## src/rtl/core/access_list_key_table_assert.svh

```systemverilog
// Assertion macros shared by the access list key table RTL.
// Needs a clk and an active-high rst in the scope where a macro is used.
`ifndef ACCESS_LIST_KEY_TABLE_ASSERT_SVH
`define ACCESS_LIST_KEY_TABLE_ASSERT_SVH
`ifndef SYNTH
`define ALKT_ASSERT(label, prop, msg) \
  label: assert property (@(posedge clk) disable iff (rst) (prop)) else $error(msg);
`define ALKT_ASSERT_RAW(label, prop, msg) \
  label: assert property (@(posedge clk) (prop)) else $error(msg);
`else
`define ALKT_ASSERT(label, prop, msg)
`define ALKT_ASSERT_RAW(label, prop, msg)
`endif
`endif

```

## src/rtl/core/alkt_pkg.sv

```systemverilog
// Shared types, codes and default sizes for the access list key table.
// Used by alkt_cell and access_list_key_table; depends on nothing.
package alkt_pkg;

  localparam int ENTRIES_DEF     = 32;
  localparam int RIGHT_COUNT_DEF = 4;
  localparam int KEY_BITS_DEF    = 64;

  localparam int OP_W     = 2;
  localparam int RIGHT_FW = 4;
  localparam int STATUS_W = 2;

  localparam logic [OP_W-1:0] OP_APPEND = 2'd0;
  localparam logic [OP_W-1:0] OP_CHECK  = 2'd1;
  localparam logic [OP_W-1:0] OP_DELETE = 2'd2;

  localparam logic [STATUS_W-1:0] ST_OK        = 2'd0;
  localparam logic [STATUS_W-1:0] ST_NOT_FOUND = 2'd1;
  localparam logic [STATUS_W-1:0] ST_BAD_RIGHT = 2'd2;
  localparam logic [STATUS_W-1:0] ST_FULL      = 2'd3;

  typedef struct packed {
    logic                vld;
    logic [OP_W-1:0]     op;
    logic [RIGHT_FW-1:0] right;
    logic                done;
    logic [STATUS_W-1:0] status;
  } token_t;

endpackage

```

## src/rtl/core/alkt_cell.sv

```systemverilog
// One entry of the key table: stored key, right tag and valid mark, plus
// the request register that hands the request on to the next entry.
// Depends on alkt_pkg and access_list_key_table_assert.svh.
`include "access_list_key_table_assert.svh"

module alkt_cell #(
  parameter int KEY_BITS = alkt_pkg::KEY_BITS_DEF,
  parameter int RIGHT_W  = 2
) (
  input  logic                clk,
  input  logic                rst,
  input  logic                advance,
  input  alkt_pkg::token_t    tok_in,
  input  logic [KEY_BITS-1:0] key_in,
  output alkt_pkg::token_t    tok_out,
  output logic [KEY_BITS-1:0] key_out
);

  logic                entry_valid;
  logic                entry_valid_next;
  logic [KEY_BITS-1:0] key_store;
  logic [RIGHT_W-1:0]  right_tag;
  logic                live;
  logic                hit;
  logic                claim_free;
  logic                claim_match;
  alkt_pkg::token_t    tok_next;

  always_comb begin
    live        = tok_in.vld && !tok_in.done;
    hit         = entry_valid && (key_store == key_in) &&
                  (right_tag == tok_in.right[RIGHT_W-1:0]);
    claim_free  = live && (tok_in.op == alkt_pkg::OP_APPEND) && !entry_valid;
    claim_match = live && hit &&
                  ((tok_in.op == alkt_pkg::OP_CHECK) || (tok_in.op == alkt_pkg::OP_DELETE));
    tok_next = tok_in;
    if (claim_free || claim_match) begin
      tok_next.done   = 1'b1;
      tok_next.status = alkt_pkg::ST_OK;
    end
    entry_valid_next = entry_valid;
    if (claim_free) begin
      entry_valid_next = 1'b1;
    end else if (claim_match && (tok_in.op == alkt_pkg::OP_DELETE)) begin
      entry_valid_next = 1'b0;
    end
  end

  always_ff @(posedge clk) begin
    if (rst) begin
      entry_valid <= 1'b0;
      tok_out     <= '0;
    end else if (advance) begin
      entry_valid <= entry_valid_next;
      tok_out     <= tok_next;
    end
  end

  always_ff @(posedge clk) begin
    if (advance) begin
      key_out <= key_in;
    end
    if (advance && claim_free) begin
      key_store <= key_in;
      right_tag <= tok_in.right[RIGHT_W-1:0];
    end
  end

  `ALKT_ASSERT(a_done_kept, advance && tok_in.vld && tok_in.done |=> tok_out.done, "resolved request lost its result")
  `ALKT_ASSERT(a_fill_by_append, !$past(rst) && $rose(entry_valid) |-> $past(advance && tok_in.vld && (tok_in.op == alkt_pkg::OP_APPEND)), "entry filled without an append")
  `ALKT_ASSERT(a_free_by_delete, !$past(rst) && $fell(entry_valid) |-> $past(advance && tok_in.vld && (tok_in.op == alkt_pkg::OP_DELETE)), "entry freed without a delete")

endmodule

```

## config.mk

```make
export PLATFORM = sky130hd
export DESIGN_NAME = alkt_cell
export DESIGN_NICKNAME = d
export VERILOG_FILES = /design/src/rtl/core/alkt_pkg.sv /design/src/rtl/core/alkt_cell.sv
export VERILOG_INCLUDE_DIRS = /design/src /design/src/rtl/core
export SDC_FILE = /design/constraint.sdc
export NUM_CORES = 1
export LEC_CHECK = 0
export ABC_AREA = 1
export BUFFER_PORTS_ARGS = -buffer_cell sky130_fd_sc_hd__buf_2
export CELL_PAD_IN_SITES_DETAIL_PLACEMENT = 0
export CELL_PAD_IN_SITES_GLOBAL_PLACEMENT = 1
export CORE_MARGIN = 1
export CORE_UTILIZATION = 44
export DETAILED_ROUTE_END_ITERATION = 12
export HOLD_SLACK_MARGIN = 0.08
export PLACE_DENSITY = 0.82
export SYNTH_ARGS = -nofsm -noshare
export SYNTH_HDL_FRONTEND = slang
export SYNTH_SLANG_ARGS = --single-unit
```

## constraint.sdc

```tcl
create_clock -name clk -period 8.9 [get_ports clk]
set_input_delay 1.78 -clock clk [delete_from_list [all_inputs] [get_ports clk]]
set_output_delay 1.78 -clock clk [all_outputs]
set_load 0.02 [all_outputs]
```

; After elaboration in Yosys (flattened, before gate mapping)
; Index checks and enable logic that the tools add are counted.
[classes]
addsub = 0
multipliers = 0
div = 0
n_lt_le_gt_ge = 0
n_eq_ne = 4
shift = 0
mux = 3
bitwise = 0
n_reduce_logical = 16
[ops]
columns = operator, n
row1 = $eq 64x64->1, 1
row2 = $logic_and 1x1->1, 9
row3 = $mux 3, 1
row4 = $eq 2x1->1 const B, 1
row5 = $eq 2x2->1, 1
row6 = $eq 2x2->1 const B, 1
row7 = $logic_not 1->1, 2
row8 = $logic_not 2->1, 1
row9 = $logic_or 1x1->1, 2
row10 = $mux 1, 2
row11 = $reduce_and 2->1, 1
row12 = $reduce_bool 2->1, 1
[totals]
ff_bits = 141
latchBits = 0
ram_bits = 0
rom_bits = 0
inputBits = 77
output_inout_bits = 74
wordCells = 32
n_memories = 0

; Logic depth before layout (Yosys ltp)
; Gate-level depths: netlist of run 1.
[logic_depth]
ltp_word = 8
mapped_depth = 12
mapped_depth_nobuf = 12

; Worst setup path before layout of run 1
; No wires, ideal clock.
[synth_path]
path_kind = input to register
from = input tok_in[7] (netlist bit)
to = register key_store[0] (enable)
setup_ns = 0.493
t_arrival_ns = 5.031
required_ns = 8.407
slack_ns = 3.377
stages = 6
path_buffers = 0
path_cell_list = inv_1 -> ha_1 -> nand3_1 -> nor2_1 -> inv_2 -> nor2_1
[synth_via]
elab_chain_len = 4
[synth_lines]
columns = item, line_no
row1 = start: declaration, alkt_cell.sv:13  ; input alkt_pkg::token_t tok_in,
row2 = $logic_not 2->1, alkt_cell.sv:33  ; claim_free = live && (tok_in.op == alkt_pkg::OP_APPEND) && !entry_valid;
row3 = $logic_and 1x1->1 (2 in series), alkt_cell.sv:33
row4 = $logic_and 1x1->1, alkt_cell.sv:63  ; if (advance && claim_free) begin
row5 = end signal: assignment, alkt_cell.sv:64  ; key_store <= key_in;
row6 = end: declaration, alkt_cell.sv:21  ; logic [KEY_BITS-1:0] key_store;
; No other way between the ends.
; A chain may end at the register's enable or synchronous reset.

; Final worst setup path of run 1
[layout_path]
from = input advance
to = register key_store[11] (enable)
[layout_via]
elab_chain_len = 1
[layout_lines]
columns = item, line_no
row1 = start: declaration, alkt_cell.sv:12  ; input logic advance,
row2 = $logic_and 1x1->1, alkt_cell.sv:63
; No other way between the ends.

==> qor.yml, run 1 <==
outcome: "finished clean"
rsz0062_at_grt: "false"
finalCritPeriodShare_pct: 42.7
start_util_pct: 45.1
ys_seq_area_share_pct: 76.2
max_freq_ghz: 0.263
slowest_delay_ns: 0.73
area_delta_synth_final_pct: 28.3
slew_headroom_pct: 34.6
finalWirelength_um: 9750
antenna_found_initial: 0
setup_viol: 0
crit_buf_inv: 3
port_buffers: 150
die_area_um2: 12800
p_per_area_nw_per_um2: 230
hold_viol_final: 0
ant_nets: 0
cts_resized: 0
grt_max_degree: 80
syn_nets: 488
crit_chain: "buf_4, inv_1, nor2_4, buf_4"
setup_tns_ns: 0
power.leakage_nw: 2.97
numCtsBuffers: 17
cts_setup_buffers: 0
finalClockSkew_ns: 0.00598
cts_hold_buf: 0
dr_total_vias: 3357
drtIter0Drc: 204
synth.ff_latch_count: 141
fill_cells: 1013
worstMarginPinSlew_ns: 0.980
critPathLaunchType: "input port"
synth_area_per_cell_um2: 13.2
synth_top_cell_by_area: "edfxtp_1"
drc: 0
fp.dieW_um: 113
arrival_ns: 3.83
cts_buffer_depth: 2
grt_overflow_total: 0
avgRoutedWirePerCell_um: 13.2
ys_warn_count: 0
worstSetupPathType: "input port to flip-flop"
slowest_stage: "buf_4"
pre_cts_ws_ns: 4.67
row_count: 40
antenna-diode-count: 0
setup_slack_ns: 5.10
grt_pass1_vias: 3164
critPathTopFamily: "buffers and inverters"
core-area_um2: 12000
clock_latency_ns: 0.40
vdd_drop_max_uv: 109
routabilityCongestion: 0.717
fin_nets: 656
boundaryPins: 151
root_buffer: "clkbuf_16"
htreeDepth: 4
syn_inst: 409
cap_violations: 0
clk_pin_slew_ns: 0.06
firstDrtPassIters: 4
grt_pass1_wl_um: 15300
slew_viol_final: 0
ys_types: 18
avgViaCountPerCell: 4.55
cts_num_sinks: 141
period_minus_slack_ns: 3.80
drive_above_1_share_pct: 31.5
track_usage_pct: 15.9
synth_top_area_share_pct: 72.1
crit_fanout: 79
netlist_top_cells_area: "edfxtp_1 (72%), nand2_1 (7.2%), xnor2_1 (4.5%), dfxtp_1 (4.1%), inv_1 (3.4%)"
path_common_cell: "buf_4"
die_y_um: 113
hpwl_um: 6520
syn_area_um2: 5420
cts_tree: "done"
required_ns: 8.93
critical_path.endpoint_type: "flip-flop"
hold_class: "flip-flop to flip-flop"
## layout make-up
cell class | count | area, um2 | share of cell area [%]
clock buffer | 23 | 468 | 6.74
sequential | 141 | 4120 | 59.4
timing repair buffer | 151 | 761 | 11.0
tap | 147 | 184 | 2.65
clock inverter | 9 | 119 | 1.71
inverter | 51 | 191 | 2.76
multi-input combinational | 215 | 1100 | 15.8
## state kept, by name, indices dropped and copies added (netlist names)
register     count
key_out         64
key_store       64
tok_out         10
right_tag        2
entry_valid      1
## worst register-to-register path: cells and delay by family, from the launching register on
family	cells	cell delay (ns)
and+or+nand+nor	2	0.20
buffers and inverters	2	0.76
DFF	1	0.34
## worst paths after layout
kind	end	slack (ns)	startpoint	cells after the start
worst max-delay path	key_store[11]$_DFFE_PP_	5.10	advance	4
worst min-delay path	tok_out[0]$_SDFFE_PP0P_	0.47	tok_out[0]$_SDFFE_PP0P_	2
worst max register to register	key_store[11]$_DFFE_PP_	7.16	entry_valid$_SDFFE_PP0P_	4
worst min register to register	tok_out[0]$_SDFFE_PP0P_	0.47	tok_out[0]$_SDFFE_PP0P_	2
## synth_stat cells (all sizes together)
cell,n
nand2,104
nor2,46
nand3,5
xnor2,28
clkbuf,1
ha,2
buf,1
inv,51
nand4,3
a21oi,8
dfxtp,11
xor2,15
a211oi,2
edfxtp,130
nor3,2
## cell usage in the layout (no fill, tap or decap), types with 3 or more instances in the layout
cell       instances
inv_1             49
clkbuf_16         17
nand4_1            3
nand3_1            3
edfxtp_1         130
xnor2_1           28
nand2_1          104
bufinv_16          3
buf_2            149
clkinv_2           5
clkbuf_1           4
dfxtp_1           11
a21oi_1            8
xor2_1            15
nor2_2             3
nor2_1            42
## stage by stage
step           hold WS, ns  power, W  area [um2]  util [%]  instances
5_1_grt              0.483   0.00165        6950      57.8        737
4_1_cts              0.471   0.00161        6950      57.8        737
2_1_floorplan        0.454  0.000847        5420         -        409
6_report             0.472   0.00159        6950      57.8        737
3_5_place_dp         0.461  0.000911        6360      52.9        705
3_3_place_gp         0.457  0.000907        6360      52.9        705
## layer usage
| layer | up-vias | wire length, um | track usage (%) |
|---|---|---|---|
| li1 | 1688 | - | - |
| met5 | - | 0 | 0 |
| met1 | 1558 | 4360 | 19.7 |
| met2 | 99 | 4720 | 25.5 |
| met4 | 0 | 153 | 8.25 |
| met3 | 12 | 517 | 4.45 |
## power by group
part           leakage, nW  internal, W  switching, W
clock network        0.292     0.000452      0.000246
logic                 1.36    0.0000449     0.0000822
registers             1.31     0.000760    0.00000951
## cell families (layout without fill, tap and decap cells)
kind of cell | count (synthesis) | count (layout) | synth area share [%]
compound gates | 10 | 10 | 1.02
flops | 141 | 141 | 76.2
buf+inv | 53 | 234 | 3.70
xor+xnor | 43 | 43 | 6.95
fa+ha+maj | 2 | 2 | 0.462
simple gates | 160 | 160 | 11.7
Power figures use the tool's default switching activity.
==> inputs of run 2 (changes only) <==
Settings changed: CORE_UTILIZATION 44 to 37, PLACE_DENSITY 0.82 to 0.73.
Clock period 8.9 ns to 3.08 ns, I/O delays scaled along.
==> qor.yml, run 2 (synthesized netlist as in run 1, its figures left out) <==
area_delta_synth_final_pct: 30.2
critPathLaunchType: "input port"
slowest_stage: "buf_4"
finalWirelength_um: 10200
critical_path.endpoint_type: "flip-flop"
setup_slack_ns: 1.35
cts_setup_buffers: 0
slew_headroom_pct: 68.3
arrival_ns: 1.78
max_freq_ghz: 0.578
dr_total_vias: 3361
rr_startpoint: "key_store[2]$_DFFE_PP_"
finalClockSkew_ns: 0.00673
crit_buf_inv: 3
critPathTopFamily: "buffers and inverters"
reg2reg_to: "tok_out[0]$_SDFFE_PP0P_"
rsz0062_at_grt: "false"
fin_nets: 659
hold_start: "key_in[58]"
start_util_pct: 38.4
firstDrtPassIters: 4
cap_violations: 0
slowest_delay_ns: 0.42
timing.reg2reg.setup_slack_ns: 1.64
grt_overflow_total: 0
drive_above_1_share_pct: 32.2
holdPathStages: 1
fill_cells: 1235
grt_pass1_vias: 3243
crit_fanout: 35
layout_commonest_cell: "buf_2"
htreeDepth: 4
cts_buffer_depth: 2
hpwl_um: 7230
grt_max_degree: 36
clock_latency_ns: 0.41
period_minus_slack_ns: 1.73
track_usage_pct: 14.4
reg_top3: "key_out (64), key_store (64), tok_out (10)"
worstMarginPinSlew_ns: 0.476
routabilityCongestion: 0.739
core-area_um2: 14100
die_area_um2: 15100
worstSetupPathType: "input port to flip-flop"
avgViaCountPerCell: 4.35
port_buffers: 150
slew_viol_final: 0
cts_hold_buf: 0
cts_resized: 0
hold_class: "input port to flip-flop"
crit_chain: "buf_4, inv_1, nor2_4, buf_4"
numCtsBuffers: 17
final_util_pct: 50.0
clk_pin_slew_ns: 0.05
power.leakage_nw: 2.99
grt_pass1_wl_um: 15900
setup_tns_ns: 0
vdd_drop_max_uv: 271
ant_nets: 0
boundaryPins: 151
p_per_area_nw_per_um2: 676
holdPathEnd: "key_out[58]$_DFFE_PP_"
drc: 0
pre_cts_ws_ns: 0.868
fp.dieW_um: 123
antenna_found_initial: 1
drtIter0Drc: 149
critPathLaunch: "advance"
setup_viol: 0
whs_ns: 0.423
rr_worst_depth: 9
outcome: "finished clean"
row_count: 43
layout_common_cells: "buf_2 (149), edfxtp_1 (130), nand2_1 (104)"
cts_num_sinks: 141
cts_tree: "done"
path_common_cell: "buf_4"
antenna-diode-count: 0
root_buffer: "clkbuf_16"
finalCritPeriodShare_pct: 56.2
avgRoutedWirePerCell_um: 13.2
hold_viol_final: 0
required_ns: 3.13
die_y_um: 123
==> run 2: how the worst max path moves through the flow <==
stage,to,slack [ns],cells past startpoint
2_1_floorplan,key_store[0]$_DFFE_PP_,0.61,6
3_3_place_gp,key_store[1]$_DFFE_PP_,0.96,4
3_5_place_dp,key_store[40]$_DFFE_PP_,0.87,4
4_1_cts,key_store[40]$_DFFE_PP_,1.30,4
5_1_grt,key_store[40]$_DFFE_PP_,1.22,4
6_report,key_store[40]$_DFFE_PP_,1.35,4
==> run 2: area by class of cell <==
type | instances | area, um2 | share of cell area, %
Tap cell | 180 | 225 | 3.19
Multi-Input combinational cell | 215 | 1100 | 15.6
Clock buffer | 19 | 433 | 6.14
Sequential cell | 141 | 4120 | 58.5
Inverter | 51 | 191 | 2.71
Clock inverter | 13 | 198 | 2.80
Timing Repair Buffer | 154 | 783 | 11.1
==> run 2: worst reg2reg max path, cell delays in order, from the launching register on <==
cell and delay, ns:
edfxtp_1 0.38, xor2_1 0.15, nor2_1 0.11, nand2_1 0.07, nor2_1 0.11, nand2_1 0.10
nor2_2 0.16, nand3_2 0.11, nand3_1 0.09, a21oi_1 0.06
==> run 2: layer usage <==
layer | vias up | share of wire [%] | GRT usage (%)
li1 | 1690 | - | -
met1 | 1549 | 45 | 18.0
met2 | 102 | 47 | 22.3
met3 | 18 | 7.0 | 5.72
met4 | 2 | 1.5 | 5.87
met5 | - | 0.11 | 0
==> run 2: through the flow <==
| step | instances | cell area, um2 | total power (W) |
|---|---|---|---|
| after global placement | 741 | 6420 | 0.00263 |
| after CTS | 773 | 7050 | 0.00483 |
| after floorplan | 409 | 5420 | 0.00245 |
| final | 773 | 7050 | 0.00477 |
| after global routing | 773 | 7050 | 0.00495 |
| after detailed placement | 741 | 6420 | 0.00264 |
==> run 2: where the power goes <==
part / switching, W / internal (W)
sequential: 0.0000263 / 0.00219
combinational: 0.000240 / 0.000132
clock: 0.000746 / 0.00143
total: 0.00101 / 0.00375
==> inputs of run 3 (changes only) <==
Settings changed: CORE_UTILIZATION 37 to 41, PLACE_DENSITY 0.73 to 0.77.
Clock period 3.08 ns to 1.7 ns, I/O delays scaled along.
==> qor.yml, run 3 (synthesized netlist as in run 1, its figures left out) <==
fin_nets: 661
clock_latency_ns: 0.41
drive_above_1_share_pct: 33.1
p_per_area_nw_per_um2: 1190
worstSetupPathType: "flip-flop to flip-flop"
finalWirelength_um: 9630
routabilityCongestion: 0.709
holdPathStages: 1
grt_max_degree: 79
layout_common_cells: "buf_2 (149), edfxtp_1 (130), nand2_1 (104)"
cts_setup_buffers: 0
antenna-diode-count: 0
boundaryPins: 151
track_usage_pct: 15.2
hold_viol_final: 0
drc: 0
vdd_drop_max_uv: 814
rr_worst_depth: 10
rsz0062_at_grt: "false"
antenna_found_initial: 0
cts_hold_buf: 0
cts_buffer_depth: 2
cts_tree: "done"
timing.reg2reg.setup_slack_ns: 0.26
ant_nets: 0
max_freq_ghz: 0.693
power.leakage_nw: 3.01
dr_total_vias: 3363
htreeDepth: 4
row_count: 41
fill_cells: 1091
core-area_um2: 12800
critPathLaunchType: "flip-flop"
outcome: "finished clean"
setup_viol: 0
slew_headroom_pct: 73.7
grt_pass1_vias: 3134
cap_violations: 0
finalClockSkew_ns: 0.00595
pre_cts_ws_ns: 0.00928
arrival_ns: 1.73
period_minus_slack_ns: 1.44
area_delta_synth_final_pct: 31.3
port_buffers: 150
required_ns: 1.99
finalCritPeriodShare_pct: 84.9
die_y_um: 117
reg_top3: "key_out (64), key_store (64), tok_out (10)"
numCtsBuffers: 17
grt_overflow_total: 0
cts_num_sinks: 141
critical_path.endpoint_type: "flip-flop"
crit_fanout: 3
avgRoutedWirePerCell_um: 12.6
hpwl_um: 6770
drtIter0Drc: 148
slew_viol_final: 0
clk_pin_slew_ns: 0.06
fp.dieW_um: 117
start_util_pct: 42.4
setup_tns_ns: 0
die_area_um2: 13700
root_buffer: "clkbuf_16"
cts_resized: 0
hold_class: "input port to flip-flop"
layout_commonest_cell: "buf_2"
firstDrtPassIters: 6
avgViaCountPerCell: 4.38
grt_pass1_wl_um: 15100
setup_slack_ns: 0.257
worstMarginPinSlew_ns: 0.395
[run 3: worst paths after layout]
path	from	end
worst max-delay path	key_store[41]$_DFFE_PP_	tok_out[1]$_SDFFE_PP0P_
worst max register to register	key_store[41]$_DFFE_PP_	tok_out[1]$_SDFFE_PP0P_
worst min register to register	tok_out[4]$_SDFFE_PP0P_	tok_out[4]$_SDFFE_PP0P_
worst min-delay path	key_in[26]	key_out[26]$_DFFE_PP_
[run 3: area by class of cell]
cell class | count | area, um2 | area share [%]
Tap cell | 172 | 215 | 3.03
Sequential cell | 141 | 4120 | 58.0
Clock inverter | 13 | 173 | 2.43
Inverter | 51 | 211 | 2.97
Clock buffer | 19 | 433 | 6.09
Multi-Input combinational cell | 215 | 1120 | 15.7
Timing Repair Buffer | 156 | 836 | 11.8
[run 3: worst max-delay path: stages (launching register included)]
cell and delay, ns:
edfxtp_1 0.38, nand2_1 0.08, nand2_1 0.05, nor2_1 0.10, nand2_1 0.06, nor2_1 0.14, nand2_1 0.11, nor2_2 0.14
nand3_2 0.10, nand3_1 0.08, a21oi_1 0.06
[run 3: metrics by stage]
step                      cells  utilization, %  hold slack, ns  cell area, um2  total power (W)
after global routing        767            55.7           0.126            7110          0.00879
after CTS                   767            55.7           0.124            7110          0.00857
after detailed placement    735            50.9           0.451            6500          0.00479
after global placement      735            50.9           0.445            6500          0.00477
after floorplan             409               -           0.439            5460          0.00444
final                       767            55.7           0.147            7110          0.00846
[run 3: power breakdown]
group          internal [W]  total [W]  switching, W
clock               0.00243    0.00375       0.00132
combinational      0.000250   0.000689      0.000440
sequential          0.00397    0.00402     0.0000449
total               0.00666    0.00846       0.00180
[run 3: per-layer routing]
metal  wire [um]  GRT usage [%]
met1        4270           17.8
met2        4620           24.7
met3         547           5.51
met4         198           8.10
met5           0              0
